$ cat src/hdl/srtl_pkg.sv
package srtl_pkg;

   // Command codes carried by req_command
   typedef enum logic [1:0] {
      CMD_CLEAR  = 2'd0,
      CMD_LOAD   = 2'd1,
      CMD_SORT   = 2'd2,
      CMD_LOOKUP = 2'd3
   } cmd_type;

   // Status codes carried by rsp_status
   typedef enum logic [1:0] {
      STAT_OK   = 2'd0,
      STAT_MISS = 2'd1,
      STAT_FULL = 2'd2
   } status_type;

   typedef enum logic [2:0] {
      ST_IDLE,
      ST_SORT_CUR,
      ST_SORT_CMP,
      ST_SORT_WB,
      ST_LOOK,
      ST_RESP
   } state_type;

   typedef struct packed {
      logic [31:0] key;
      logic [15:0] tag;
      logic [15:0] quantity;
      logic [31:0] payment;
   } record_type;

   localparam int REC_W = $bits(record_type);

   typedef struct packed {
      status_type status;
      record_type rec;
   } res_type;

endpackage

$ cat src/hdl/srtl_seq.sv
module srtl_seq #(
   parameter int TABLE_DEPTH = 64
) (
   input  logic                            clock,
   input  logic                            reset,
   input  logic                            req_valid,
   output logic                            req_ready,
   input  logic [1:0]                      req_command,
   input  logic signed [31:0]              req_order_key,
   input  logic [15:0]                     req_record_tag,
   input  logic [15:0]                     req_quantity,
   input  logic [31:0]                     req_payment,
   output logic                            res_valid,
   input  logic                            res_ready,
   output srtl_pkg::res_type               res,
   output logic                            ram_we,
   output logic [$clog2(TABLE_DEPTH)-1:0]  ram_waddr,
   output logic [srtl_pkg::REC_W-1:0]      ram_wdata,
   output logic [$clog2(TABLE_DEPTH)-1:0]  ram_raddr,
   input  logic [srtl_pkg::REC_W-1:0]      ram_rdata
);
   import srtl_pkg::*;

   localparam int IDX_W = $clog2(TABLE_DEPTH);
   localparam int CNT_W = $clog2(TABLE_DEPTH + 1);

   state_type            state_ff, state_in;
   logic [CNT_W-1:0]     count_ff, count_in;
   logic [IDX_W-1:0]     i_ff, i_in;
   logic [IDX_W-1:0]     k_ff, k_in;
   record_type           cur_ff, cur_in;
   logic [CNT_W-1:0]     lo_ff, lo_in;
   logic [CNT_W-1:0]     hi_ff, hi_in;
   logic [IDX_W-1:0]     mid_ff, mid_in;
   logic [31:0]          key_ff, key_in;
   res_type              res_ff, res_in;

   record_type           rd_rec;
   cmd_type              cmd;
   logic [CNT_W-1:0]     cnt_m1;
   logic [CNT_W-1:0]     cnt_m2;
   logic                 sort_swap;
   logic                 sort_last_k;
   logic                 sort_last_i;
   logic                 look_hit;
   logic                 look_more;
   logic [CNT_W-1:0]     lo_nx;
   logic [CNT_W-1:0]     hi_nx;
   logic [CNT_W:0]       mid_sum;
   logic [CNT_W:0]       first_sum;

   assign rd_rec = record_type'(ram_rdata);
   assign cmd    = cmd_type'(req_command);
   assign cnt_m1 = count_ff - CNT_W'(1);
   assign cnt_m2 = count_ff - CNT_W'(2);

   // probe and compare logic shared by next-state and datapath
   always_comb begin
      sort_swap   = $signed(cur_ff.key) > $signed(rd_rec.key);
      sort_last_k = (k_ff == cnt_m1[IDX_W-1:0]);
      sort_last_i = (i_ff == cnt_m2[IDX_W-1:0]);
      look_hit    = (rd_rec.key == key_ff);
      if ($signed(rd_rec.key) > $signed(key_ff)) begin
         lo_nx = lo_ff;
         hi_nx = CNT_W'(mid_ff);
      end else begin
         lo_nx = CNT_W'(mid_ff) + CNT_W'(1);
         hi_nx = hi_ff;
      end
      look_more = (lo_nx < hi_nx);
      mid_sum   = {1'b0, lo_nx} + {1'b0, hi_nx} - (CNT_W + 1)'(1);
      first_sum = {1'b0, cnt_m1};
   end

   // next state
   always_comb begin
      state_in = state_ff;
      unique case (state_ff)
         ST_IDLE: begin
            if (req_valid) begin
               unique case (cmd)
                  CMD_CLEAR, CMD_LOAD: state_in = ST_RESP;
                  CMD_SORT:   state_in = (count_ff < CNT_W'(2)) ? ST_RESP : ST_SORT_CUR;
                  CMD_LOOKUP: state_in = (count_ff == '0) ? ST_RESP : ST_LOOK;
               endcase
            end
         end
         ST_SORT_CUR: state_in = ST_SORT_CMP;
         ST_SORT_CMP: state_in = sort_last_k ? ST_SORT_WB : ST_SORT_CMP;
         ST_SORT_WB:  state_in = sort_last_i ? ST_RESP : ST_SORT_CUR;
         ST_LOOK:     state_in = (look_hit || !look_more) ? ST_RESP : ST_LOOK;
         ST_RESP:     state_in = res_ready ? ST_IDLE : ST_RESP;
         default:     state_in = ST_IDLE;
      endcase
   end

   // datapath and memory controls
   always_comb begin
      count_in  = count_ff;
      i_in      = i_ff;
      k_in      = k_ff;
      cur_in    = cur_ff;
      lo_in     = lo_ff;
      hi_in     = hi_ff;
      mid_in    = mid_ff;
      key_in    = key_ff;
      res_in    = res_ff;
      ram_we    = 1'b0;
      ram_waddr = '0;
      ram_wdata = REC_W'(cur_ff);
      ram_raddr = '0;
      unique case (state_ff)
         ST_IDLE: begin
            if (req_valid) begin
               res_in        = '0;
               res_in.status = STAT_OK;
               unique case (cmd)
                  CMD_CLEAR: count_in = '0;
                  CMD_LOAD: begin
                     if (count_ff == CNT_W'(TABLE_DEPTH)) begin
                        res_in.status = STAT_FULL;
                     end else begin
                        ram_we    = 1'b1;
                        ram_waddr = count_ff[IDX_W-1:0];
                        ram_wdata = {req_order_key, req_record_tag, req_quantity, req_payment};
                        count_in  = count_ff + CNT_W'(1);
                     end
                  end
                  CMD_SORT: begin
                     i_in      = '0;
                     ram_raddr = '0;
                  end
                  CMD_LOOKUP: begin
                     key_in    = req_order_key;
                     lo_in     = '0;
                     hi_in     = count_ff;
                     mid_in    = first_sum[IDX_W:1];
                     ram_raddr = first_sum[IDX_W:1];
                     if (count_ff == '0) begin
                        res_in.status = STAT_MISS;
                     end
                  end
               endcase
            end
         end
         ST_SORT_CUR: begin
            // hold entry i and start streaming k = i + 1 onward
            cur_in    = rd_rec;
            k_in      = i_ff + IDX_W'(1);
            ram_raddr = i_ff + IDX_W'(1);
         end
         ST_SORT_CMP: begin
            if (sort_swap) begin
               ram_we    = 1'b1;
               ram_waddr = k_ff;
               ram_wdata = REC_W'(cur_ff);
               cur_in    = rd_rec;
            end
            if (!sort_last_k) begin
               k_in      = k_ff + IDX_W'(1);
               ram_raddr = k_ff + IDX_W'(1);
            end
         end
         ST_SORT_WB: begin
            ram_we    = 1'b1;
            ram_waddr = i_ff;
            ram_wdata = REC_W'(cur_ff);
            if (!sort_last_i) begin
               i_in      = i_ff + IDX_W'(1);
               ram_raddr = i_ff + IDX_W'(1);
            end
         end
         ST_LOOK: begin
            if (look_hit) begin
               res_in.status = STAT_OK;
               res_in.rec    = rd_rec;
            end else begin
               lo_in = lo_nx;
               hi_in = hi_nx;
               if (look_more) begin
                  mid_in    = mid_sum[IDX_W:1];
                  ram_raddr = mid_sum[IDX_W:1];
               end else begin
                  res_in        = '0;
                  res_in.status = STAT_MISS;
               end
            end
         end
         ST_RESP: ;
         default: ;
      endcase
   end

   assign req_ready = (state_ff == ST_IDLE);
   assign res_valid = (state_ff == ST_RESP);
   assign res       = res_ff;

   always_ff @(posedge clock) begin
      if (reset) begin
         state_ff <= ST_IDLE;
         count_ff <= '0;
      end else begin
         state_ff <= state_in;
         count_ff <= count_in;
      end
      i_ff   <= i_in;
      k_ff   <= k_in;
      cur_ff <= cur_in;
      lo_ff  <= lo_in;
      hi_ff  <= hi_in;
      mid_ff <= mid_in;
      key_ff <= key_in;
      res_ff <= res_in;
   end

`ifndef SYNTHESIS
   a_count_bound: assert property (@(posedge clock) disable iff (reset)
      count_ff <= CNT_W'(TABLE_DEPTH))
      else $error("entry count above table depth");

   a_sort_write_in_range: assert property (@(posedge clock) disable iff (reset)
      (ram_we && state_ff != ST_IDLE) |-> (CNT_W'(ram_waddr) < count_ff))
      else $error("sort writes beyond loaded entries");

   a_sort_pair_order: assert property (@(posedge clock) disable iff (reset)
      (state_ff == ST_SORT_CMP) |-> (k_ff > i_ff))
      else $error("sort compares a pair out of order");

   a_probe_in_window: assert property (@(posedge clock) disable iff (reset)
      (state_ff == ST_LOOK) |-> (CNT_W'(mid_ff) >= lo_ff && CNT_W'(mid_ff) < hi_ff))
      else $error("lookup probe outside search window");

   a_count_stable_in_sort: assert property (@(posedge clock) disable iff (reset)
      (state_ff == ST_SORT_CMP || state_ff == ST_SORT_WB) |=> $stable(count_ff))
      else $error("entry count changed during sort");
`endif

endmodule

$ cat config.mk
export PLATFORM = sky130hd
export DESIGN_NAME = srtl_seq
export DESIGN_NICKNAME = d
export VERILOG_FILES = /design/src/hdl/srtl_pkg.sv /design/src/hdl/srtl_seq.sv
export SDC_FILE = /design/constraint.sdc
export NUM_CORES = 1
export LEC_CHECK = 0
export BUFFER_PORTS_ARGS = -buffer_cell sky130_fd_sc_hd__buf_2
export CORE_ASPECT_RATIO = 1.4
export CORE_MARGIN = 3
export CORE_UTILIZATION = 54
export CTS_BUF_LIST = sky130_fd_sc_hd__clkbuf_4
export DETAILED_ROUTE_END_ITERATION = 8
export HOLD_SLACK_MARGIN = 0.12
export MAX_ROUTING_LAYER = met4
export PLACE_DENSITY = 0.82
export SYNTH_ARGS = -nofsm -noshare
export SYNTH_HDL_FRONTEND = slang
export SYNTH_SLANG_ARGS = --single-unit
export TNS_END_PERCENT = 1
$ cat constraint.sdc
create_clock -name clock -period 12.9 [get_ports clock]
set_clock_uncertainty 0.15 [all_clocks]
set_input_delay 3.87 -clock clock [delete_from_list [all_inputs] [get_ports clock]]
set_output_delay 3.87 -clock clock [all_outputs]
set_load 0.05 [all_outputs]
# --- Word level (Yosys, flattened, before mapping) ---
# Cells that the tools add are included.
# W data, S select, Z words.
classes:
  add_sub_neg: 8
  n_eq_ne: 22
  order_cmp: 4
  reduce_logical: 18
  n_mux: 62
ops:
  columns: ["cell", "n"]
  rows:
  - ["$mux W96", 5]
  - ["$mux W98", 3]
  - ["$pmux W98 S2", 1]
  - ["$pmux W96 S2", 1]
  - ["$mux W6", 18]
  - ["$gt A32 B32 Y1", 2]
  - ["$mux W7", 9]
  - ["$pmux W7 S2", 3]
  - ["$pmux W6 S2", 3]
  - ["$eq A32 B32 Y1", 1]
  - ["$pmux W6 S5", 1]
  - ["$pmux W3 S6", 1]
  - ["$pmux W6 S3", 1]
  - ["$ne A2 B2 Y1 const B", 7]
  - ["$sub A7 B1 Y7 const B", 2]
  - ["$add A6 B1 Y6 const B", 2]
  - ["$eq A6 B6 Y1", 2]
  - ["$mux W3", 4]
  - ["$reduce_and A4 Y1", 3]
  - ["$pmux W3 S3", 1]
  - ["$mux W1", 8]
  - ["$reduce_bool A2 Y1", 4]
  - ["$add A6 B1 Y7 const B", 1]
  - ["$add A7 B1 Y7 const B", 1]
  - ["other kinds (24)", 30]
word_totals:
  reg_bits: 268
  word_cells: 131
  input_bits: 198
  out_inout_bits: 209

# --- Logic depth before layout (Yosys ltp) ---
# Gate-level depths: netlist of the first run.
logic_depth:
  word_depth: 7
  depth_mapped: 21
  depth_no_buf: 19

# --- Worst setup path after synthesis of the first run ---
# Ideal clock, no wire load.
synth_timing:
  kind: "input -> output"
  startpoint: "input ram_rdata[95] (netlist bit)"
  endpoint: "output ram_raddr[5]"
  cell_stages: 20
  path_buffers: 2
  path_slack_ps: 444
  arrival_ps: 8436
  required_ps: 8880
  path_cell_list: "ha_1 -> nand4_2 -> nor3_1 -> a221o_1 -> or2_4 -> or3_1 -> buf_6 -> nand2_4 -> buf_2 -> nor2_1 -> a21oi_1 -> inv_1 -> ha_1 -> ha_1 -> nor2b_1 -> o221ai_1 -> and4bb_1 -> o21ai_0 -> xnor2_1 -> o221ai_1"
synth_via:
  elab_chain_len: 7
  elab_cells_between_ends: 10
  cone_classes: "add/sub: 2; order compare: 2; eq/ne: 1; mux: 5"
synth_lines:
  columns: ["element", "line", "rtl"]
  rows:
  - ["start: declaration", "srtl_seq.sv:20", "input logic [srtl_pkg::REC_W-1:0] ram_rdata"]
  - ["$gt A32 B32 Y1 (*)", "srtl_seq.sv:63", "if ($signed(rd_rec.key) > $signed(key_ff)) begin"]
  - ["$mux W7 (*)", "srtl_seq.sv:63", null]
  - ["named net lo_nx[3]", "srtl_seq.sv:47", "logic [CNT_W-1:0] lo_nx;"]
  - ["$add A7 B7 Y7", "srtl_seq.sv:71", "mid_sum = {1'b0, lo_nx} + {1'b0, hi_nx} - (CNT_W + 1)'(1);"]
  - ["$sub A7 B1 Y7", "srtl_seq.sv:71", null]
  - ["$mux W6 (*)", "srtl_seq.sv:180", "if (look_more) begin"]
  - ["$mux W6 (*)", "srtl_seq.sv:174", "if (look_hit) begin"]
  - ["$pmux W6 S5 (*)", "srtl_seq.sv:112", "unique case (state_ff)"]
  - ["end: declaration", "srtl_seq.sv:19", "output logic [$clog2(TABLE_DEPTH)-1:0] ram_raddr,"]
# The timed path passes the listed nets; every way through them passes the cells marked *.

# --- Worst setup path in the final report of the first run ---
layout_timing:
  startpoint: "input ram_rdata[83] (netlist bit)"
  endpoint: "output ram_raddr[5]"
# Same word-level chain as after synthesis.

==> results_dict.tcl, run 1 <==
set metrics [dict create \
    antenna_found_initial 20 \
    grt_max_degree 75 \
    fp.dieW_um 140 \
    synth_compound_area_share_pct 7.07 \
    grt_usage_pct 32.9 \
    cts.sinks 268 \
    hpwl_mm 33.4 \
    coreArea_mm2 0.0248 \
    cts_tree "yes" \
    fmax_mhz 79.3 \
    yosysTopAreaCell "edfxtp_1" \
    powerDensity_mw_per_mm2 264 \
    cts_buffers 70 \
    vias 11500 \
    synth-main-ff-cell "edfxtp_1" \
    worstSkewPairLatency_ps 710 \
    ys.warnings.count 0 \
    grt_overflow_total 0 \
    clkSlewWorstSetupHoldPaths_ps 60 \
    synth_cell_types 59 \
    ys_seq_area_share_pct 58.4 \
    final_net_count 1987 \
    hold_buffers 0 \
    comb_power_share_pct 50.2 \
    avgRoutedWirePerCell_um 21.4 \
    drc_errors 0 \
    worstPathRequired_ps 8880 \
    fin_hold_ws_ps 464 \
    drive_gt1_share_pct 31.8 \
    tns_ps 0 \
    cts_setup_buffers 0 \
    syn_area_mm2 0.0136 \
    syn_nets 1547 \
    start_kind "input port" \
    p_seq_share_pct 33.4 \
    critPathArrivalTime_ps 8590 \
    crit_type "input port to output pin" \
    start_util_pct 55.0 \
    fin_crit_sh_pct 97.8 \
    portBuffers 406 \
    cts-resized-gates 0 \
    syn-instance-count 1263 \
    final_max_slew_viol_count 0 \
    async_flop_share_pct 0 \
    p_int_mw 2.24 \
    synthAdderAreaFrac_pct 7.90 \
    clock_path_buffers 3 \
    gp_congestion 0.966 \
    muxShareOfSynthArea_pct 1.19 \
    dr.pass1.iters 5 \
    synth.top_cell.area_share_pct 56.9 \
    rows 68 \
    setup_viol 0 \
    die-area_mm2 0.0272 \
    crit_fanout 16 \
    grt_pass1_vias 11800 \
    synth-simple-area-share_pct 19.1 \
    yosys.area_share.xor_xnor_pct 2.57 \
    run_status "complete, no violations" \
    cts_root_buffer "clkbuf_4" \
    ant_nets 0 \
    tightestPinTransition_ps 978 \
    p_total_mw 4.46 \
    slew_headroom_pct 34.8 \
    wirelength_mm 44.5 \
    rsz0062_at_grt "no" \
    drt_iter0_markers 822 \
    drv_cap 0 \
    min_path_type "flop to flop" \
    synthTopCellsByArea "edfxtp_1, nand2_1, ha_1" \
    crit_path_end_kind "output pin" \
    peakVddDrop_v 0.000176 \
    synth_edf_count 258 \
    synth_top_family_by_area "simple AND/OR/NAND/NOR gates" \
    syn_area_per_cell_um2 10.8 \
    die_height_um 194 \
    leakagePower_nw 7.82 \
    hold_viol_final 0 \
    grt_pass1_wl_mm 66.3 \
    viasPerCell 5.53 \
    syn2layout_area_growth_pct 24.1 \
    switching_share_pct 49.8 \
    h-tree-depth 3 \
    io_pins 407 \
    power.share.clock_pct 16.3 \
    finalCriticalPeriod_ps 12610 \
    p_sw_mw 2.23 \
    ys_ff_latch 268 \
]
[worst paths after layout]
path | from | endpoint | slack (ps) | depth (start not counted)
setup / recovery | ram_rdata[83] | ram_raddr[5] | 290 | 20
hold / removal | count_ff[6]$_SDFFE_PP0P_ | count_ff[6]$_SDFFE_PP0P_ | 460 | 2
setup reg to reg | key_ff[19]$_DFFE_PP_ | res[25]$_SDFFCE_PN0P_ | 6910 | 19
hold reg to reg | count_ff[6]$_SDFFE_PP0P_ | count_ff[6]$_SDFFE_PP0P_ | 460 | 2
[synth_stat cells (5+ instances only)]
| library cell | instances |
|---|---|
| xor2_1 | 19 |
| nand4_1 | 17 |
| a211oi_1 | 6 |
| mux2i_1 | 14 |
| a21o_1 | 16 |
| nand3_1 | 26 |
| dfxtp_1 | 10 |
| inv_1 | 82 |
| o21ai_0 | 21 |
| xnor2_1 | 21 |
| nor2_1 | 51 |
| clkbuf_1 | 46 |
| or3_1 | 5 |
| and3_1 | 8 |
| edfxtp_1 | 258 |
| a221o_1 | 10 |
| a21oi_1 | 40 |
| buf_1 | 6 |
| ha_1 | 86 |
| nand2b_1 | 6 |
| and2_1 | 67 |
| nand2_1 | 330 |
| nor3_1 | 44 |
| o21a_1 | 6 |
| o22ai_1 | 5 |
[cells in the final DEF, fill, tap and decap left out, types with 17 or more instances in the layout]
master / instances
a21oi_1: 40
and2_1: 67
buf_2: 406
buf_4: 17
clkbuf_4: 110
diode_2: 17
edfxtp_1: 258
ha_1: 86
inv_1: 82
nand2_1: 328
nand3_1: 25
nand4_1: 17
nor2_1: 50
nor3_1: 44
o21ai_0: 21
xnor2_1: 21
xor2_1: 19
[logic make-up after synthesis]
group,after synthesis
and+or+nand+nor,575
buffers and inverters,137
AOI/OAI and AO/OA,141
adders and majority gates,86
muxes,16
xor gates and xnor gates,40
DFF,268
[through the flow]
step                      instances  setup WS (ps)  utilization (%)  area [um2]
final                          2080            289             68.3       16900
after global routing           2076           16.8             68.2       16900
after CTS                      2063            348             68.1       16900
after detailed placement       1946            363             64.6       16000
after global placement         1946            515             64.6       16000
after floorplan                1263            444                -       13600
[registers in the layout, indices dropped and copies added (netlist names), 7 cells and up]
signal / cells
key_ff: 32
hi_ff: 7
cur_ff: 96
lo_ff: 7
res: 98
count_ff: 7
[worst max-delay path, stage by stage]
cell	delay [ps]
buf_2	120
ha_1	330
a21oi_1	170
o21ai_0	230
a221o_1	390
or2_4	280
or3_1	470
nand2_4	240
nor2_1	80
a21oi_1	200
inv_1	90
ha_1	310
ha_1	380
nand2_1	70
nor4_1	220
and4bb_1	280
o21ai_0	210
xnor2_1	140
o221ai_1	200
buf_2	300
[layout make-up]
cell class / count / area [um2]
clock buffer: 110 / 826
clock inverter: 7 / 32.5
fill: 1925 / 7860
tap: 315 / 394
antenna: 17 / 42.5
sequential: 268 / 7950
timing repair buffer: 423 / 2160
multi-input combinational: 858 / 5190
inverter: 82 / 308
[routing by layer]
metal	share of wire (%)	vias up	global-route usage [%]
met2	50	674	54.7
met1	35	5377	37.3
met4	4.2	0	15.5
met3	10	106	8.22
met5	0	-	-
li1	-	5355	-
[power by group through the flow]
stage	sequential, mW	clock, mW	combinational (mW)
after floorplan	1.96	0	1.18
after global placement	1.50	0	2.21
after detailed placement	1.50	0	2.23
after CTS	1.49	0.745	2.24
after global routing	1.52	0.794	2.37
final	1.49	0.730	2.24
No activity file was read; power rests on OpenSTA's default activity.
==> run 2: changes to the inputs <==
--- a/config.mk
+++ b/config.mk
@@ -6,7 +6,6 @@
 export NUM_CORES = 1
 export LEC_CHECK = 0
 export BUFFER_PORTS_ARGS = -buffer_cell sky130_fd_sc_hd__buf_2
-export CORE_ASPECT_RATIO = 1.4
 export CORE_MARGIN = 3
 export CORE_UTILIZATION = 54
 export CTS_BUF_LIST = sky130_fd_sc_hd__clkbuf_4
==> run 2 against run 1 <==
- global-route usage shrank 2.1 points
- critical path depth is the same
- hold slack gained 10 ps
- maximum frequency grew 0.35%
- die area is essentially flat
- wire length shrank 5.8%
- via count shrank 0.65%
- final area grew 0.40%
- flip-flop and latch count is the same
- clock power grew 6.7%
- critical endpoint unchanged
- largest power group unchanged
==> results_dict.tcl, run 2 (synthesized netlist as in run 1, its figures left out) <==
set metrics [dict create \
    run_status "complete, no violations" \
    p_sw_mw 2.22 \
    p_int_mw 2.28 \
    worstPathRequired_ps 8880 \
    gp_congestion 1.00 \
    powerDensity_mw_per_mm2 265 \
    largest_reg_flops 98 \
    nFillCells 1879 \
    worst_r2r_path_depth 18 \
    final_max_slew_viol_count 0 \
    start_kind "input port" \
    tightestPinTransition_ps 1220 \
    cts.sinks 268 \
    fmax_mhz 79.6 \
    hold_depth 2 \
    p_seq_share_pct 32.7 \
    layout_commonest_cell "buf_2" \
    worstSkewPairLatency_ps 680 \
    leakagePower_nw 7.83 \
    avgRoutedWirePerCell_um 20.0 \
    io_pins 407 \
    portBuffers 406 \
    cts_root_buffer "clkbuf_4" \
    finalCriticalPeriod_ps 12570 \
    final_cell_mix "buf_2, nand2_1, edfxtp_1, clkbuf_4, ha_1" \
    final_net_count 1987 \
    die-area_mm2 0.0272 \
    hold_buffers 0 \
    drive_gt1_share_pct 31.5 \
    setup_viol 0 \
    rows 57 \
    cts_tree "yes" \
    rsz0062_at_grt "no" \
    switching_share_pct 49.4 \
    cts_buffers 73 \
    hold_viol_final 0 \
    fin_crit_sh_pct 97.4 \
    antenna_found_initial 17 \
    grt_max_degree 70 \
    grt_pass1_wl_mm 61.6 \
    dp_slack_ps 394 \
    die_height_um 165 \
    seqCellArea_mm2 0.00795 \
    min_path_type "flop to flop" \
    viasPerCell 5.47 \
    grt_overflow_total 0 \
    crit_path_end_kind "output pin" \
    comb_power_share_pct 50.0 \
    ant_nets 0 \
    hpwl_mm 30.8 \
    multiInputGateArea_mm2 0.00519 \
    dr.pass1.iters 5 \
    grt_usage_pct 30.8 \
    drc_errors 0 \
    grt_pass1_vias 11600 \
    cts_setup_buffers 0 \
    h-tree-depth 3 \
    wirelength_mm 41.9 \
    placed_area_mm2 0.0160 \
    start_util_pct 55.5 \
    drv_cap 0 \
    crit_fanout 16 \
    coreArea_mm2 0.0245 \
    p_total_mw 4.50 \
    tns_ps 0 \
    power.share.clock_pct 17.3 \
    syn2layout_area_growth_pct 24.6 \
    critPathArrivalTime_ps 8550 \
    stdcell_area_mm2 0.0170 \
    crit_type "input port to output pin" \
    fin_ws_ps 332 \
    vias 11400 \
    peakVddDrop_v 0.000179 \
    drt_iter0_markers 1111 \
    slew_headroom_pct 18.7 \
    cts-resized-gates 0 \
    clkSlewWorstSetupHoldPaths_ps 60 \
    clock_path_buffers 3 \
    r2r_slack_ps 6980 \
    fp.dieW_um 165 \
]
run 2: layout make-up:
| type | instances | share of cell area (%) |
|---|---|---|
| Multi-Input combinational cell | 858 | 30.6 |
| Clock inverter | 16 | 0.789 |
| Antenna cell | 17 | 0.251 |
| Inverter | 82 | 1.81 |
| Tap cell | 324 | 2.39 |
| Sequential cell | 268 | 46.8 |
| Clock buffer | 107 | 4.73 |
| Timing Repair Buffer | 420 | 12.6 |
run 2: per-stage QoR:
step	cells	hold slack, ps	util [%]
finish	2092	474	69.2
global route	2092	510	69.2
CTS	2075	479	69.0
detailed placement	1952	464	65.2
global placement	1952	459	65.2
floorplan	1263	380	-
run 2: power by group through the flow:
stage | Clock, mW | Sequential (mW) | Combinational, mW
2_1_floorplan | 0 | 1.96 | 1.18
5_1_grt | 0.840 | 1.50 | 2.37
4_1_cts | 0.793 | 1.47 | 2.24
3_3_place_gp | 0 | 1.48 | 2.22
6_report | 0.779 | 1.47 | 2.25
3_5_place_dp | 0 | 1.49 | 2.24
run 2: worst paths after layout:
check | from | to
worst max-delay path | ram_rdata[78] | ram_raddr[5]
worst max register to register | key_ff[31]$_DFFE_PP_ | res[17]$_SDFFCE_PN0P_
worst min register to register | lo_ff[3]$_SDFFCE_PN0P_ | lo_ff[3]$_SDFFCE_PN0P_
worst min-delay path | lo_ff[3]$_SDFFCE_PN0P_ | lo_ff[3]$_SDFFCE_PN0P_
run 2: worst max-delay path: stages:
cell and delay, ps:
buf_2 120, ha_1 330, a21oi_1 180, nand2_1 70, a221o_1 380, o31a_1 380, or3_1 450, nand2_4 220
nor2_1 70, a21oi_1 220, inv_1 80, ha_1 310, ha_1 390, nor2b_1 170, o221ai_1 120, and4bb_1 270
o21ai_0 240, xnor2_1 140, o221ai_1 240, buf_2 310
run 2: metal layers:
layer  up-vias  GRT usage [%]  wire [um]
met5         -              -          0
met4         0           17.3       2000
met3       122           9.41       4210
met2       578           48.1      20300
met1      5389           35.6      15300
li1       5348              -          -
